`src/rtl/core/bba_pkg.sv`:
```
// Package: constants, item types and controller/datapath interface structs.
`timescale 1ns / 1ps
package bba_pkg;

   localparam int PAGE_COUNT   = 8;
   localparam int PAGE_LOG     = 12;
   localparam int HEADER_BYTES = 16;
   localparam int MIN_LOG      = 4;

   localparam int GRAN_LOG    = PAGE_LOG - MIN_LOG;
   localparam int PAGE_BITS   = (PAGE_COUNT > 1) ? $clog2(PAGE_COUNT) : 1;
   localparam int IDX_BITS    = PAGE_BITS + GRAN_LOG;
   localparam int TABLE_DEPTH = PAGE_COUNT << GRAN_LOG;
   localparam int POOL_BYTES  = PAGE_COUNT << PAGE_LOG;
   localparam int EXP_BITS    = $clog2(PAGE_LOG + 2);
   localparam int CNT_BITS    = $clog2(PAGE_COUNT + 1);

   localparam int REQ_BITS  = 14;
   localparam int ADDR_BITS = 15;
   localparam int NEED_BITS = REQ_BITS + 1;

   localparam logic OP_ALLOC = 1'b0;
   localparam logic OP_FREE  = 1'b1;

   localparam logic [1:0] STATUS_DONE      = 2'd0;
   localparam logic [1:0] STATUS_TOO_LARGE = 2'd1;
   localparam logic [1:0] STATUS_NO_PAGE   = 2'd2;

   typedef struct packed {
      logic                 opcode;
      logic [REQ_BITS-1:0]  request_bytes;
      logic [ADDR_BITS-1:0] free_address;
   } req_type;

   typedef struct packed {
      logic [ADDR_BITS-1:0] block_address;
      logic [1:0]           status;
   } rsp_type;

   typedef struct packed {
      logic                head;
      logic                used;
      logic [EXP_BITS-1:0] exp;
   } entry_type;

   typedef struct packed {
      logic       load;
      logic       scan_init;
      logic       scan_step;
      logic       open_init;
      logic       open_step;
      logic       split_step;
      logic       commit;
      logic       free_rd;
      logic       free_mark;
      logic       merge_rd;
      logic       merge_whi;
      logic       merge_wlo;
      logic       respond;
      logic       rsp_grant;
      logic [1:0] rsp_status;
   } cmd_type;

   typedef struct packed {
      logic is_free;
      logic too_large;
      logic addr_ok;
      logic scan_done;
      logic found;
      logic pool_full;
      logic clr_last;
      logic split_done;
      logic at_top;
      logic head_used;
      logic merge_ok;
   } sts_type;

endpackage

```
`src/rtl/core/bba_ctrl.sv`:
```
// Controller: sequences scan, page open, split, free and merge steps.
`timescale 1ns / 1ps
module bba_ctrl import bba_pkg::*; (
   input  logic    clock,
   input  logic    reset,
   input  logic    start,
   input  sts_type sts,
   output logic    busy,
   output cmd_type cmd
);

   localparam logic [3:0] ST_IDLE      = 4'd0;
   localparam logic [3:0] ST_START     = 4'd1;
   localparam logic [3:0] ST_SCAN      = 4'd2;
   localparam logic [3:0] ST_PICK      = 4'd3;
   localparam logic [3:0] ST_OPEN      = 4'd4;
   localparam logic [3:0] ST_SPLIT     = 4'd5;
   localparam logic [3:0] ST_FREE_CHK  = 4'd6;
   localparam logic [3:0] ST_MERGE_RD  = 4'd7;
   localparam logic [3:0] ST_MERGE_CHK = 4'd8;
   localparam logic [3:0] ST_MERGE_WLO = 4'd9;

   logic [3:0] state_ff;
   logic [3:0] state_in;

   always_comb begin
      cmd      = '0;
      state_in = state_ff;
      unique case (state_ff)
         ST_IDLE: begin
            if (start) begin
               cmd.load = 1'b1;
               state_in = ST_START;
            end
         end
         ST_START: begin
            if (sts.is_free) begin
               if (sts.addr_ok) begin
                  cmd.free_rd = 1'b1;
                  state_in    = ST_FREE_CHK;
               end else begin
                  cmd.respond = 1'b1;
                  state_in    = ST_IDLE;
               end
            end else if (sts.too_large) begin
               cmd.respond    = 1'b1;
               cmd.rsp_status = STATUS_TOO_LARGE;
               state_in       = ST_IDLE;
            end else begin
               cmd.scan_init = 1'b1;
               state_in      = ST_SCAN;
            end
         end
         ST_SCAN: begin
            if (sts.scan_done) state_in = ST_PICK;
            else cmd.scan_step = 1'b1;
         end
         ST_PICK: begin
            if (sts.found) begin
               state_in = ST_SPLIT;
            end else if (sts.pool_full) begin
               cmd.respond    = 1'b1;
               cmd.rsp_status = STATUS_NO_PAGE;
               state_in       = ST_IDLE;
            end else begin
               cmd.open_init = 1'b1;
               state_in      = ST_OPEN;
            end
         end
         ST_OPEN: begin
            cmd.open_step = 1'b1;
            if (sts.clr_last) state_in = ST_SPLIT;
         end
         ST_SPLIT: begin
            if (sts.split_done) begin
               cmd.commit    = 1'b1;
               cmd.respond   = 1'b1;
               cmd.rsp_grant = 1'b1;
               state_in      = ST_IDLE;
            end else begin
               cmd.split_step = 1'b1;
            end
         end
         ST_FREE_CHK: begin
            if (sts.head_used) begin
               cmd.free_mark = 1'b1;
               state_in      = ST_MERGE_RD;
            end else begin
               cmd.respond = 1'b1;
               state_in    = ST_IDLE;
            end
         end
         ST_MERGE_RD: begin
            if (sts.at_top) begin
               cmd.respond = 1'b1;
               state_in    = ST_IDLE;
            end else begin
               cmd.merge_rd = 1'b1;
               state_in     = ST_MERGE_CHK;
            end
         end
         ST_MERGE_CHK: begin
            if (sts.merge_ok) begin
               cmd.merge_whi = 1'b1;
               state_in      = ST_MERGE_WLO;
            end else begin
               cmd.respond = 1'b1;
               state_in    = ST_IDLE;
            end
         end
         ST_MERGE_WLO: begin
            cmd.merge_wlo = 1'b1;
            state_in      = ST_MERGE_RD;
         end
         default: begin
            state_in = ST_IDLE;
         end
      endcase
   end

   always_ff @(posedge clock) begin
      if (reset) state_ff <= ST_IDLE;
      else state_ff <= state_in;
   end

   assign busy = (state_ff != ST_IDLE);

   a_resp_to_idle: assert property (@(posedge clock) disable iff (reset)
      cmd.respond |=> state_ff == ST_IDLE) else $error("no return to idle after item");
   a_accept_loads: assert property (@(posedge clock) disable iff (reset)
      start && !busy |=> state_ff == ST_START) else $error("accepted item not loaded");
   a_one_write: assert property (@(posedge clock) disable iff (reset)
      $countones({cmd.open_step, cmd.split_step, cmd.commit, cmd.free_mark,
                  cmd.merge_whi, cmd.merge_wlo}) <= 1) else $error("table write conflict");

endmodule

```
`config.mk`:
```
export PLATFORM = sky130hd
export DESIGN_NAME = bba_ctrl
export DESIGN_NICKNAME = d
export VERILOG_FILES = /design/src/rtl/core/bba_pkg.sv /design/src/rtl/core/bba_ctrl.sv
export SDC_FILE = /design/constraint.sdc
export NUM_CORES = 1
export LEC_CHECK = 0
export BUFFER_PORTS_ARGS = -buffer_cell sky130_fd_sc_hd__buf_2
export CELL_PAD_IN_SITES_DETAIL_PLACEMENT = 1
export CELL_PAD_IN_SITES_GLOBAL_PLACEMENT = 1
export CORE_MARGIN = 2
export CORE_UTILIZATION = 28
export DETAILED_ROUTE_END_ITERATION = 6
export PLACE_DENSITY_LB_ADDON = 0.1
export SLEW_MARGIN = 20
export SYNTH_ARGS = -nofsm -noshare
export SYNTH_HDL_FRONTEND = slang
export SYNTH_SLANG_ARGS = --single-unit
```
`constraint.sdc`:
```
create_clock -name clock -period 3.6 [get_ports clock]
set_input_delay 0.18 -clock clock [delete_from_list [all_inputs] [get_ports clock]]
set_output_delay 0.18 -clock clock [all_outputs]
set_load 0.02 [all_outputs]
```
==> out/summary.txt, run 1 <==
#FFs+latches synth: 4
DRT Wirelength: 1.65 mm
Die H: 46.0 um
first-pass GRT wire length: 2.58 mm
post-route ant nets: 0
f_max: 479 MHz
setup TNS: 0 ns
yosys warns: 0
Int Power: 0.170 mW
final setup violating endpoints: 0
Sequential Area: 80.1 um2
Top Registers: state_ff: 4 flops
DP HPWL: 1.26 mm
share of the synthesized area in the top cell type: 0.162
switching share of power: 0.504
CTS resizes: 0
clk slew on worst S/H paths: 0.04 ns
vias in the first global route: 603
critical path type: reg2out
actual slew at the worst max-slew pin: 0.584 ns
top-count cell post-synth: nor2_1
largest net degree at the start of global routing: 18
Util after Layout: 0.386
number of iterations in the first detailed-routing pass: 4
Hold Crit Class: in2reg
area of the multi-input gates: 359 um2
Largest Register: state_ff
LEAKAGE: 0.316 nW
part of the power in registers: 0.287
GP Congestion: 0.795
DRT iter0 DRCs: 4
CTS tree: yes
# fillers: 236
Num Clock Sinks: 4
hold slack final: 0.180 ns
Max Clock Skew: 0.000942 ns
number of I/O pins: 31
Syn Std Cell Area: 494 um2
post-DR vias/cell: 5.44
Max clock buf depth: 2
crit path cell chain: nand2_1, nor4b_2, a31oi_1, o311ai_1, buf_2
max cap viols: 0
Post-DP Area: 629 um2
critical path fanouts, max: 17
outcome: complete, no violations
Sw Pwr: 0.173 mW
main area contributors after synthesis: dfxtp_1, nor2_1, nor4_1
Synth Flop Type: dfxtp_1
H-tree Lvls: 1
die area: 2120 um2
Net count, final: 116
CTS buffer count: 3
Root Driver: clkbuf_4
Final Critical Period: 2.09 ns
total setup buffers inserted after CTS: 0
Worst Path Arrival: 1.91 ns
Critical Path Sink Type: output port
commonest cells in the netlist: nor2_1, nand2_1, nor3_1
Hold Vio Cnt, Final: 0
Final Slew Violations: 0
GRT Resource Usage Total: 0.165
Clock Power Share: 0.154
Hold Buf Count CTS: 0
EDFF count, synth: 0
cells after synthesis: 73
Unique masters post-synth: 32
Core Box Area: 1690 um2
Port Buffers: 30
Logic pwr share: 0.559
CP max stage delay: 0.68 ns
Cell Rows: 15
Layout area overhead: 31.9%
CP Data Required Time: 3.42 ns
syn_area_per_cell: 6.77 um2
max FFs per register: 4
syn nets: 87
PwrDens: 527 nW/um2
final instance area: 652 um2
Ant. Diodes: 0
Die X: 46.0 um
Skew-Pair Late Insertion Delay: 0.23 ns
share of cells above drive strength 1: 0.360
Initial Utilization: 0.293
Overflow after GRT: 0
DRC: 0
Routed WL per cell: 14.1 um
largest area contributor in the netlist: dfxtp_1
crit path max-delay cell type: dfxtp_1
Peak VDD IR: 242 uV
fraction of registers with async set or reset after synthesis: 0
Rel. slew slack: 0.610
Worst Setup Start Kind: flip-flop
Seq/Total Area, Yosys: 0.162
Period Utilization, post-route: 0.580
Vias: 637
unrepaired setup endpoints after global routing: no
antenna violations before repair: 0
==> worst paths after layout <==
kind | slack (ns) | startpoint | endpoint | depth (start not counted)
worst max register to register | 1.96 | state_ff[1] | state_ff[0] | 4
worst max-delay path | 1.51 | state_ff[0] | cmd[3] | 5
worst min register to register | 0.72 | state_ff[2] | state_ff[2] | 2
worst min-delay path | 0.18 | reset | state_ff[3] | 2
==> cells by family after synthesis <==
logic type	share of synthesized area
buffers and inverters	0.111
AOI/OAI and AO/OA	0.243
and+or+nand+nor	0.463
DFF	0.162
muxes	0.0203
==> power groups by stage <==
stage                     logic, mW  clock network [mW]  registers [mW]
final                         0.192              0.0527          0.0986
after global placement        0.194                   0          0.0982
after detailed placement      0.193                   0          0.0989
after floorplan               0.182                   0          0.0609
after global routing          0.216              0.0599           0.103
after CTS                     0.194              0.0556          0.0980
==> cells in the final DEF, fill, tap and decap left out, drive strengths merged, types with 2 or more instances in the layout <==
cell type,Yosys,layout
nor2,9,9
inv,5,5
nor2b,4,4
o21ai,5,5
clkbuf,2,3
nor3,6,6
nand2,6,6
a31oi,2,2
buf,4,30
nand2b,4,4
nor4,6,6
dfxtp,4,4
==> critical path: cells and delay by family (launching register included) <==
family	cells	cell delay, ns
buffers and inverters	1	0.20
AND/OR/NAND/NOR	2	0.59
flip-flops	1	0.68
AO/OA/AOI/OAI	2	0.20
==> layout make-up <==
class,instances,area share
Timing Repair Buffer,30,0.230
Multi-Input combinational cell,58,0.551
Clock buffer,3,0.0345
Inverter,5,0.0288
Sequential cell,4,0.123
Tap cell,17,0.0326
==> through the flow <==
step,power (mW),cells,worst slack (ns)
4_1_cts,0.348,117,1.50
6_report,0.343,117,1.51
5_1_grt,0.379,117,1.31
3_3_place_gp,0.293,114,1.81
3_5_place_dp,0.292,114,1.75
2_1_floorplan,0.243,73,1.88
==> layer usage <==
| layer | GRT usage | part of all wire | vias up |
|---|---|---|---|
| met1 | 0.225 | 0.47 | 295 |
| met3 | 0.0238 | 0.031 | 0 |
| met2 | 0.272 | 0.50 | 15 |
| li1 | - | - | 327 |
| met4 | 0.0343 | 0 | 0 |
| met5 | 0 | 0 | - |
Power figures use the tool's default switching activity.
==> inputs of run 2 (changes only) <==
Settings changed: ABC_AREA set to 1, CORE_ASPECT_RATIO set to 1.4, CORE_UTILIZATION 28 to 24.
Clock period 3.6 ns to 2.18 ns, I/O delays scaled along.
==> out/summary.txt, run 2 <==
Routed WL per cell: 11.0 um (was 14.1 um)
main area contributors after synthesis: nand2_1, dfxtp_1, inv_1 (was dfxtp_1, nor2_1, nor4_1)
worst setup margin: 0.572 ns (was 1.51 ns)
commonest cells in the netlist: nand2_1, inv_1, nor2_1 (was nor2_1, nand2_1, nor3_1)
Cell Rows: 18 (was 15)
fraction of registers with async set or reset after synthesis: 0 (unchanged)
H-tree Lvls: 1 (unchanged)
share of cells above drive strength 1: 0.373 (was 0.360)
Synth Flop Type: dfxtp_1 (unchanged)
DRT Wirelength: 1.51 mm (was 1.65 mm)
commonest non-fill, non-tap cell in the layout: buf_2 (unchanged)
cells after synthesis: 86 (was 73)
Sw Pwr: 0.158 mW (was 0.173 mW)
largest area contributor in the netlist: nand2_1 (was dfxtp_1)
yosys warns: 0 (unchanged)
Overflow after GRT: 0 (unchanged)
number of I/O pins: 31 (unchanged)
Max Clock Skew: 0.00200 ns (was 0.000942 ns)
Net count, final: 134 (was 116)
max cap viols: 0 (unchanged)
CTS tree: yes (unchanged)
Critical Path Sink Type: output port (unchanged)
Top Registers: state_ff: 4 flops (unchanged)
unrepaired setup endpoints after global routing: no (unchanged)
GP Congestion: 0.772 (was 0.795)
Vias: 643 (was 637)
Core Box Area: 1780 um2 (was 1690 um2)
Largest Register: state_ff (unchanged)
DRT iter0 DRCs: 4 (unchanged)
Final Slew Violations: 0 (unchanged)
final setup violating endpoints: 0 (unchanged)
Num Clock Sinks: 4 (unchanged)
Tot Pwr: 0.356 mW (was 0.343 mW)
critical path type: reg2out (unchanged)
actual slew at the worst max-slew pin: 0.331 ns (was 0.584 ns)
Worst Path Arrival: 1.50 ns (was 1.91 ns)
syn_area_per_cell: 5.32 um2 (was 6.77 um2)
GRT Resource Usage Total: 0.149 (was 0.165)
Ant. Diodes: 0 (unchanged)
# fillers: 269 (was 236)
Die X: 40.9 um (was 46.0 um)
part of the power in registers: 0.255 (was 0.287)
Hold Crit Class: in2reg (unchanged)
Clock Power Share: 0.269 (was 0.154)
most frequent cells in the layout: buf_2, nand2_1, inv_1 (was buf_2, nor2_1, nand2_1, nor3_1)
post-route ant nets: 0 (unchanged)
LEAKAGE: 0.436 nW (was 0.316 nW)
#FFs+latches synth: 4 (unchanged)
vias in the first global route: 595 (was 603)
post-DR vias/cell: 4.66 (was 5.44)
f_max: 622 MHz
clk slew on worst S/H paths: 0.04 ns (about the same)
Rel. slew slack: 0.779 (was 0.610)
first-pass GRT wire length: 2.41 mm (was 2.58 mm)
DP HPWL: 1.34 mm (was 1.26 mm)
Unique masters post-synth: 17 (was 32)
max FFs per register: 4 (unchanged)
Period Utilization, post-route: 0.738
total setup buffers inserted after CTS: 0 (unchanged)
Sequential Area: 80.1 um2 (unchanged)
Seq/Total Area, Yosys: 0.175 (was 0.162)
Hold Buf Count CTS: 0 (unchanged)
share of the synthesized area in the top cell type: 0.189 (was 0.162)
Place WS: 0.817 ns (was 1.75 ns)
Hold Vio Cnt, Final: 0 (unchanged)
largest net degree at the start of global routing: 9 (was 18)
setup TNS: 0 ns (unchanged)
CP Data Required Time: 2.07 ns (was 3.42 ns)
Die H: 55.7 um (was 46.0 um)
outcome: complete, no violations (unchanged)
final instance area: 648 um2 (was 652 um2)
Skew-Pair Late Insertion Delay: 0.24 ns (was 0.23 ns)
Post-DP Area: 626 um2 (was 629 um2)
Syn Std Cell Area: 458 um2 (was 494 um2)
switching share of power: 0.444 (was 0.504)
Layout area overhead: 41.5% (was 31.9%)
Final Critical Period: 1.61 ns
die area: 2280 um2 (was 2120 um2)
CTS buffer count: 3 (unchanged)
Port Buffers: 30 (unchanged)
area of the multi-input gates: 295 um2 (was 359 um2)
Initial Utilization: 0.257 (was 0.293)
CTS resizes: 0 (unchanged)
DRC: 0 (unchanged)
Root Driver: clkbuf_4 (unchanged)
PwrDens: 550 nW/um2 (was 527 nW/um2)
number of iterations in the first detailed-routing pass: 2 (was 4)
Max clock buf depth: 2 (unchanged)
syn nets: 100 (was 87)
Peak VDD IR: 167 uV (was 242 uV)
Worst Setup Start Kind: flip-flop (unchanged)
Int Power: 0.198 mW (was 0.170 mW)
antenna violations before repair: 0 (unchanged)
Logic pwr share: 0.475 (was 0.559)
top-count cell post-synth: nand2_1 (was nor2_1)
critical path fanouts, max: 8 (was 17)
EDFF count, synth: 0 (unchanged)
-- run 2: cell types whose count changed after synthesis, sizes merged, moves of 4 or more --
| cell | before | now |
|---|---|---|
| nand2b | 4 | 0 |
| nor2 | 9 | 17 |
| inv | 5 | 20 |
| nand3 | 0 | 7 |
| nor4 | 6 | 0 |
| nor2b | 4 | 0 |
| nand2 | 6 | 24 |
-- run 2: critical path, cell delays in order, from the launching register on --
cell	delay, ns
dfxtp_1	0.35
nor2_2	0.31
nand2_1	0.13
nor2_1	0.16
nor3_1	0.09
nand4_1	0.06
buf_2	0.16
-- run 2: worst paths after layout --
check	start	endpoint	slack [ns]	cells past startpoint
worst min-delay path	reset	state_ff[2]	0.07	2
worst min register to register	state_ff[2]	state_ff[2]	0.56	2
worst max-delay path	state_ff[3]	cmd[3]	0.57	6
worst max register to register	state_ff[1]	state_ff[2]	0.87	8
-- run 2: power by group through the flow --
stage	logic (mW)	clock network [mW]	registers, mW
finish	0.169	0.0960	0.0910
global route	0.192	0.105	0.0928
CTS	0.173	0.0982	0.0913
detailed placement	0.172	0	0.0923
global placement	0.171	0	0.0918
floorplan	0.116	0	0.0902
-- run 2: cell type report --
type,instances,share of cell area
multi-input combinational,61,0.456
tap,20,0.0386
timing repair buffer,30,0.232
sequential,4,0.124
clock buffer,3,0.0347
inverter,20,0.116
-- run 2: logic make-up (layout without fill, tap and decap cells) --
logic type,after synthesis,in the layout,synth area share
AO/OA/AOI/OAI,6,6,0.0765
buffers and inverters,21,53,0.180
flip-flops,4,4,0.175
AND/OR/NAND/NOR,55,55,0.568
-- run 2: per-layer routing --
metal	GRT usage	wire (um)	vias up
met3	0.0360	87	5
met2	0.254	815	17
met5	0	0	-
li1	-	-	327
met4	0.0571	23	0
met1	0.161	586	294
-- run 2: through the flow --
step	std cells	util	hold WS [ns]
finish	138	0.364	0.0716
global route	138	0.364	0.0740
CTS	138	0.364	0.0697
detailed placement	135	0.352	0.323
global placement	135	0.352	0.324
floorplan	86	-	0.171
==> inputs of run 3 (changes only) <==
Settings changed: ABC_AREA 1 to 0, CORE_UTILIZATION 24 to 26.
Clock period 2.18 ns to 1.59 ns, I/O delays scaled along.
==> out/summary.txt, run 3 (synthesis gave the netlist of run 1 again) <==
routed wl met3: 97 um (was 87 um)
number of I/O pins: 31 (unchanged)
Final Critical Period: 1.53 ns
Logic pwr share: 0.638 (was 0.475)
Skew-Pair Late Insertion Delay: 0.23 ns (was 0.24 ns)
Cells after DPL: 123 (was 135)
actual slew at the worst max-slew pin: 0.365 ns (was 0.331 ns)
part of the power in registers: 0.225 (was 0.255)
Worst Setup Start Kind: flip-flop (unchanged)
Core Box Area: 1780 um2 (unchanged)
post-DR vias/cell: 5.29 (was 4.66)
post-route ant nets: 0 (unchanged)
Largest Register: state_ff (unchanged)
f_max: 654 MHz
DP HPWL: 1.52 mm (was 1.34 mm)
max cap viols: 0 (unchanged)
Routed WL per cell: 14.9 um (was 11.0 um)
Top Registers: state_ff: 4 flops (unchanged)
crit path cell chain: buf_6, nand2b_1, a2bb2oi_1, o311ai_2, buf_4 (was nor2_2, nand2_1, nor2_1, nor3_1, nand4_1, buf_2)
PwrDens: 1130 nW/um2 (was 550 nW/um2)
LEAKAGE: 0.373 nW (was 0.436 nW)
Max clock buf depth: 2 (unchanged)
die area: 2270 um2 (was 2280 um2)
Ant. Diodes: 0 (unchanged)
Initial Utilization: 0.278 (was 0.257)
GRT Resource Usage Total: 0.172 (was 0.149)
CTS buffer count: 3 (unchanged)
Clock Power Share: 0.137 (was 0.269)
number of iterations in the first detailed-routing pass: 4 (was 2)
Int Power: 0.454 mW (was 0.198 mW)
final setup violating endpoints: 0 (unchanged)
critical path fanouts, max: 6 (was 8)
unrepaired setup endpoints after global routing: yes (was no)
largest net degree at the start of global routing: 13 (was 9)
DRT met1 WL: 797 um (was 586 um)
Worst Path Arrival: 1.45 ns (was 1.50 ns)
most frequent cells in the layout: buf_2, nor2_1, buf_4 (was buf_2, nand2_1, inv_1)
switching share of power: 0.484 (was 0.444)
H-tree Lvls: 1 (unchanged)
Cell Rows: 18 (unchanged)
Port Buffers: 30 (unchanged)
critical path type: reg2out (unchanged)
top layer in use: met4 (unchanged)
outcome: complete, no violations (unchanged)
FF-to-FF End: state_ff[2] (unchanged)
Num Clock Sinks: 4 (unchanged)
CP Data Required Time: 1.51 ns (was 2.07 ns)
flop2flop setup slack: 0.19 ns (was 0.87 ns)
CTS tree: yes (unchanged)
Vias: 677 (was 643)
CP max stage delay: 0.34 ns (was 0.35 ns)
Die X: 40.8 um (was 40.9 um)
first-pass GRT wire length: 2.81 mm (was 2.41 mm)
crit path to: cmd[3] (unchanged)
Max Clock Skew: 0.000993 ns (was 0.00200 ns)
Hold Vio Cnt, Final: 0 (unchanged)
DRT iter0 DRCs: 24 (was 4)
Sw Pwr: 0.427 mW (was 0.158 mW)
Period Utilization, post-route: 0.961
GP Congestion: 0.756 (was 0.772)
max FFs per register: 4 (unchanged)
Critical path origin: state_ff[3] (unchanged)
Rel. slew slack: 0.750 (was 0.779)
met2 WL post-DR: 993 um (was 815 um)
clk slew on worst S/H paths: 0.04 ns (about the same)
Layout area overhead: 57.2% (was 41.5%)
Peak VDD IR: 494 uV (was 167 uV)
DRC: 0 (unchanged)
commonest non-fill, non-tap cell in the layout: buf_2 (unchanged)
Critical Path Sink Type: output port (unchanged)
fin cells: 128 (was 138)
Net count, final: 124 (was 134)
DRT Wirelength: 1.90 mm (was 1.51 mm)
Final Slew Violations: 0 (unchanged)
Hold Crit Class: in2reg (unchanged)
vias in the first global route: 644 (was 595)
Tot Pwr: 0.881 mW (was 0.356 mW)
crit path max-delay cell type: dfxtp_2 (was dfxtp_1)
antenna violations before repair: 0 (unchanged)
Overflow after GRT: 0 (unchanged)
worst reg2reg path startpoint: state_ff[2] (was state_ff[1])
Die H: 55.6 um (was 55.7 um)
R2R depth: 4 (was 8)
Root Driver: clkbuf_4 (unchanged)
share of cells above drive strength 1: 0.509 (was 0.373)
[run 3: cell types whose count changed in the layout (fill, tap and decap cells not counted), moves of 4 or more]
cell     before  now
inv_1        17    5
nor2b_1       0    4
nand2_1      23    5
nand3_1       7    0
nor2_1       11    7
buf_4         0    7
[run 3: area by class of cell]
type | instances | area (um2)
tap | 20 | 25.0
sequential | 4 | 88.8
clock buffer | 3 | 22.5
inverter | 5 | 18.8
timing repair buffer | 38 | 214
fill | 242 | 1000
multi-input combinational | 58 | 408
[run 3: power groups by stage]
stage	sequential [mW]	combinational [mW]	clock (mW)
3_5_place_dp	0.184	0.526	0
6_report	0.198	0.563	0.121
4_1_cts	0.193	0.533	0.128
3_3_place_gp	0.181	0.522	0
2_1_floorplan	0.138	0.416	0
5_1_grt	0.206	0.624	0.131
[run 3: how the worst min path moves through the flow]
| stage | endpoint | slack, ns | start | cells after the start |
|---|---|---|---|---|
| final | state_ff[3] | 0.08 | reset | 2 |
| after global routing | state_ff[3] | 0.1 | reset | 2 |
| after CTS | state_ff[3] | 0.08 | reset | 2 |
| after detailed placement | state_ff[3] | 0.33 | reset | 2 |
| after global placement | state_ff[3] | 0.32 | reset | 2 |
| after floorplan | state_ff[1] | 0.15 | reset | 1 |
[run 3: metrics by stage]
step	utilization	cell area [um2]	setup slack [ns]	hold WS, ns	setup TNS (ns)
after floorplan	-	500	-0.0332	0.152	-0.0374
after global placement	0.385	684	0.0702	0.321	0
after detailed placement	0.385	684	0.0636	0.327	0
after CTS	0.403	717	-0.00876	0.0800	-0.00876
after global routing	0.437	777	-0.0417	0.0984	-0.0767
final	0.437	777	0.0612	0.0761	0
[run 3: critical path, delay by kind of cell (launching register included)]
family / cells / cell delay [ns]
compound gates: 2 / 0.41
flops: 1 / 0.34
buf+inv: 2 / 0.33
simple gates: 1 / 0.14
[run 3: repair_timing]
action                     CTS  global route
pin swaps                    0             2
setup endpoints to repair    8             4
hold buffers                 0             0
setup buffers                0             1
gates resized for setup      5            11
cloned                       0             1
[run 3: per-layer routing]
layer	vias to the layer above	track usage
met5	-	0
met4	0	0.0714
met3	3	0.0120
met2	26	0.286
met1	308	0.211
li1	340	-
